[config.mk]
export PLATFORM = sky130hd
export DESIGN_NAME = tdpt_ctrl
export DESIGN_NICKNAME = d
export VERILOG_FILES = /design/src/rtl/tdpt_pkg.sv /design/src/rtl/tdpt_ctrl.sv
export SDC_FILE = /design/constraint.sdc
export NUM_CORES = 1
export LEC_CHECK = 0
export ABC_AREA = 1
export BUFFER_PORTS_ARGS = -buffer_cell sky130_fd_sc_hd__buf_2
export CAP_MARGIN = 20
export CORE_AREA = 2 2 39 41
export DETAILED_ROUTE_END_ITERATION = 10
export DIE_AREA = 0 0 41 43
export HOLD_SLACK_MARGIN = 0.1
export PLACE_DENSITY = 0.6
export SYNTH_ARGS = -nofsm -noshare
export SYNTH_HDL_FRONTEND = slang
export SYNTH_SLANG_ARGS = --single-unit
[constraint.sdc]
create_clock -name clock -period 1.1 [get_ports clock]
set_input_delay 0.055 -clock clock [delete_from_list [all_inputs] [get_ports clock]]
set_output_delay 0.055 -clock clock [all_outputs]
set_load 0.05 [all_outputs]
[src/rtl/tdpt_pkg.sv]
// ----------------------------------------------------------------------------
// tdpt_pkg: shared types and constants for the trial-division prime test
// Widths of the value path, controller states and the command/status
// structs that join the controller to the datapath.
// ----------------------------------------------------------------------------
package tdpt_pkg;

   // Width of the tested value (two's complement)
   localparam int VALUE_WIDTH = 32;
   // Magnitude of a non-negative value: sign bit dropped
   localparam int MAG_WIDTH   = VALUE_WIDTH - 1;
   // Trial divisor: a little above the square root of the largest magnitude
   localparam int DIV_WIDTH   = (VALUE_WIDTH + 1) / 2 + 1;
   // Running square of the divisor
   localparam int SQ_WIDTH    = VALUE_WIDTH + 1;
   // Bit counter of the remainder unit
   localparam int CNT_WIDTH   = $clog2(MAG_WIDTH);

   // First odd divisor and its square
   localparam logic [DIV_WIDTH-1:0] FIRST_DIVISOR = DIV_WIDTH'(3);
   localparam logic [SQ_WIDTH-1:0]  FIRST_SQUARE  = SQ_WIDTH'(9);

   typedef enum logic [2:0] {
      ST_IDLE,
      ST_CHECK,
      ST_BOUND,
      ST_DIVIDE,
      ST_TEST
   } tdpt_state_type;

   // Commands from controller to datapath
   typedef struct packed {
      logic load;       // capture a new request value
      logic div_start;  // clear remainder, reload dividend shifter
      logic div_step;   // one restoring remainder step
      logic next_div;   // advance to the next odd divisor
   } tdpt_cmd_type;

   // Status from datapath to controller
   typedef struct packed {
      logic negative;
      logic le_one;
      logic lt_four;
      logic even;
      logic sq_gt_n;
      logic div_last;
      logic rem_zero;
   } tdpt_stat_type;

endpackage

[src/rtl/tdpt_ctrl.sv]
// ----------------------------------------------------------------------------
// tdpt_ctrl: sequencing state machine for the prime test
// Screens negative, small and even values, then loops bound check, remainder and
// divisor step until a factor is found or the square passes the value.
// ----------------------------------------------------------------------------
module tdpt_ctrl (
   input  logic                    clock,
   input  logic                    reset,
   input  logic                    start,
   output logic                    busy,
   input  tdpt_pkg::tdpt_stat_type stat,
   output tdpt_pkg::tdpt_cmd_type  cmd,
   output logic                    rsp_valid,
   output logic                    rsp_is_prime
);

   tdpt_pkg::tdpt_state_type state_ff, state_in;
   logic rsp_valid_ff, rsp_valid_in;
   logic rsp_prime_ff, rsp_prime_in;

   // Next state
   always_comb begin
      state_in = state_ff;
      unique case (state_ff)
         tdpt_pkg::ST_IDLE: begin
            if (start) state_in = tdpt_pkg::ST_CHECK;
         end
         tdpt_pkg::ST_CHECK: begin
            if (stat.negative || stat.le_one || stat.lt_four || stat.even) begin
               state_in = tdpt_pkg::ST_IDLE;
            end else begin
               state_in = tdpt_pkg::ST_BOUND;
            end
         end
         tdpt_pkg::ST_BOUND: begin
            if (stat.sq_gt_n) state_in = tdpt_pkg::ST_IDLE;
            else              state_in = tdpt_pkg::ST_DIVIDE;
         end
         tdpt_pkg::ST_DIVIDE: begin
            if (stat.div_last) state_in = tdpt_pkg::ST_TEST;
         end
         tdpt_pkg::ST_TEST: begin
            if (stat.rem_zero) state_in = tdpt_pkg::ST_IDLE;
            else               state_in = tdpt_pkg::ST_BOUND;
         end
         default: state_in = tdpt_pkg::ST_IDLE;
      endcase
   end

   // Commands and result
   always_comb begin
      cmd          = '0;
      rsp_valid_in = 1'b0;
      rsp_prime_in = rsp_prime_ff;
      unique case (state_ff)
         tdpt_pkg::ST_IDLE: begin
            cmd.load = start;
         end
         tdpt_pkg::ST_CHECK: begin
            priority if (stat.negative || stat.le_one) begin
               rsp_valid_in = 1'b1;
               rsp_prime_in = 1'b0;
            end else if (stat.lt_four) begin
               rsp_valid_in = 1'b1;
               rsp_prime_in = 1'b1;
            end else if (stat.even) begin
               rsp_valid_in = 1'b1;
               rsp_prime_in = 1'b0;
            end else begin
               rsp_valid_in = 1'b0;
            end
         end
         tdpt_pkg::ST_BOUND: begin
            if (stat.sq_gt_n) begin
               rsp_valid_in = 1'b1;
               rsp_prime_in = 1'b1;
            end else begin
               cmd.div_start = 1'b1;
            end
         end
         tdpt_pkg::ST_DIVIDE: begin
            cmd.div_step = 1'b1;
         end
         tdpt_pkg::ST_TEST: begin
            if (stat.rem_zero) begin
               rsp_valid_in = 1'b1;
               rsp_prime_in = 1'b0;
            end else begin
               cmd.next_div = 1'b1;
            end
         end
         default: cmd = '0;
      endcase
   end

   // State and result registers
   always_ff @(posedge clock) begin
      if (reset) begin
         state_ff     <= tdpt_pkg::ST_IDLE;
         rsp_valid_ff <= 1'b0;
      end else begin
         state_ff     <= state_in;
         rsp_valid_ff <= rsp_valid_in;
      end
      rsp_prime_ff <= rsp_prime_in;
   end

   assign busy         = (state_ff != tdpt_pkg::ST_IDLE);
   assign rsp_valid    = rsp_valid_ff;
   assign rsp_is_prime = rsp_prime_ff;

endmodule

==> flow_summary.yaml <==
clock_tree:
  numCtsBuffers: 3
  cts_tree: "built"
  clk_latency_ns: 0.24
  clock-sinks: 5
  path_clk_slew_ns: 0.05
  cts_max_level: 1
  cts.path.max_buffers: 2
  clockRootBuffer: "clkbuf_4"
routing:
  route.detailed.drc: 0
  via_count: 384
  drt-total-wl_um: 866
  wl_per_cell_um: 9.312
  first_iter_violations: 1
  antenna_left: 0
  viasPerCell: 4.129
  dr.pass1.iters: 2
floorplanning:
  ios: 17
  fp.dieArea_um2: 1763
  rows: 14
  dieWidth_um: 41
  die-height_um: 43
  start_util_pct: 21.61
  fp.coreArea_um2: 1384
cells_and_area:
  final_area_um2: 635.6
  multiInputGateArea_um2: 195.2
  fillers: 143
  drive_above_1_share_pct: 66.23
  final_cell_mix: "buf_2 (11), buf_4 (8), inv_1 (6), nand2_1 (6), buf_6 (6)"
  fin_nets: 88
  final_common_cell: "buf_2"
  seqCellArea_um2: 121.4
  num_antenna_cells: 0
  area_delta_synth_final_pct: 112.6
setup_path:
  crit_path_start: "state_ff[0]"
  crit_family: "flip-flops"
  critPathMaxFanout: 4
  arrival_ns: 1.14
  critPathSlowestCell: "dfxtp_4"
  worstSetupPathType: "reg -> reg"
  critical_path_cell_count: 7
  rr_worst_depth: 7
  worstPathRequired_ns: 1.06
  crit_path_end_kind: "register"
  r2r_end: "rsp_is_prime"
  critPathBufInv: 2
  endpoint: "rsp_is_prime"
  start_kind: "register"
  crit_chain: "nor2_4, nand3_2, buf_6, nand2_1, nor2_2, nand2_2, inv_2"
  r2r-start: "state_ff[0]"
  cpPeakStageDelay_ns: 0.38
  regToRegSetupSlack_ns: -0.08
place:
  gp_congestion: 0.6622
  place_area_um2: 447.9
  numPortBuffers: 16
  hpwlAfterDp_um: 557.6
status:
  status: "finished with violations"
  violations: "negative setup slack"
timing:
  finalSetupViolCount: 6
  min_period_over_period_pct: 107.6
  tightest_slew_ns: 0.2479
  fmax_ghz: 0.8451
  worst_clock_skew_ns: 0.006845
  slew_viol_final: 0
  hold_viol: 0
  slew_headroom_pct: 83.59
  holdWs_ns: 0.1517
  setup_slack_ns: -0.08331
  tns_ns: -0.2517
  fin_crit_ns: 1.183
  rsz0062_at_grt: "true"
global_route:
  grt_max_degree: 6
  grt_pass1_wl_um: 1276
  antenna_found_initial: 0
  grt_overflow_total: 0
  grt_pass1_vias: 337
  grt_usage_pct: 10.76
synthesis:
  synth_cells: 44
  syn_area_um2: 299.0
  yosysWarningCount: 0
  synth-seq-cells: 5
  postSynthAreaPerCell_um2: 6.796
  ys_types: 12
  ys_seq_area_share_pct: 36.82
  syn_nets: 54
power:
  peakVddDrop_mv: 0.5964
  p_leak_nw: 0.3289
  p_total_mw: 0.5784
  power_density_nw_per_um2: 909.9
job:
  drv_cap: 0
worst_hold_path:
  hold_path.class: "in -> reg"
-- stage by stage --
stage | utilization (%) | std cells | setup slack (ns)
2_1_floorplan | - | 44 | -0.03017
3_3_place_gp | 32.37 | 80 | -0.004354
3_5_place_dp | 32.37 | 80 | -0.01799
4_1_cts | 42.31 | 90 | -0.05704
5_1_grt | 45.93 | 93 | -0.1389
6_report | 45.93 | 93 | -0.08331
-- registers in the layout, indices dropped and copies added, names as in the netlist --
signal,count
rsp_valid,1
state_ff,3
rsp_is_prime,1
-- metal layers --
| metal | global-route usage [%] | wire [µm] | vias to the layer above |
|---|---|---|---|
| met2 | 18.75 | 519 | 6 |
| li1 | - | - | 200 |
| met4 | 6.000 | 0 | 0 |
| met5 | 0 | 0 | - |
| met1 | 11.33 | 327 | 178 |
| met3 | 1.571 | 19 | 0 |
-- cell families after synthesis --
family	Yosys count	synth area share, %
flops	5	36.82
compound gates	1	1.672
buf+inv	10	12.55
simple gates	28	48.96
-- power by group --
group	switching [mW]	total [mW]	internal, mW	leakage (nW)
clock network	0.0692	0.206	0.137	0.0150
logic	0.0949	0.171	0.0763	0.269
registers	0.00898	0.201	0.192	0.0445
-- what timing repair did --
action                                  in CTS  in global routing
hold buffers                                 2                  0
endpoints found under the setup margin       6                  9
cloned                                       0                  0
pin swaps                                    1                  4
setup buffers                                4                  3
hold endpoints to repair                     3                  0
resized for setup                           20                  8
-- worst min path at each step --
stage                   endpoint  depth (start not counted)  slack, ns     from
floorplan            state_ff[1]                          1       0.12    reset
global placement     state_ff[1]                          2       0.27    reset
detailed placement     rsp_valid                          2       0.27    reset
CTS                 rsp_is_prime                          3       0.12  stat[4]
global route        rsp_is_prime                          3       0.15  stat[4]
finish              rsp_is_prime                          3       0.15  stat[4]
-- synthesized netlist by cell type, drive strengths merged --
master	instances	area, µm²
inv	10	37.53
dfxtp	4	80.08
a21oi	1	5.000
edfxtp	1	30.03
nand2	9	38.79
nand3b	1	7.510
nor2	10	50.05
nand3	8	50.05
-- layout make-up --
| type | count | area share (%) |
|---|---|---|
| clock buffer | 4 | 4.134 |
| inverter | 10 | 6.299 |
| multi-input combinational | 29 | 30.71 |
| sequential | 5 | 19.09 |
| tap | 16 | 3.150 |
| timing repair buffer | 29 | 36.61 |
-- tightest hold or removal path, delay by kind of cell --
family                 cells  cell delay [ns]
buffers and inverters      1             0.09
and+or+nand+nor            2             0.13
(Power assumes the default switching activity.)
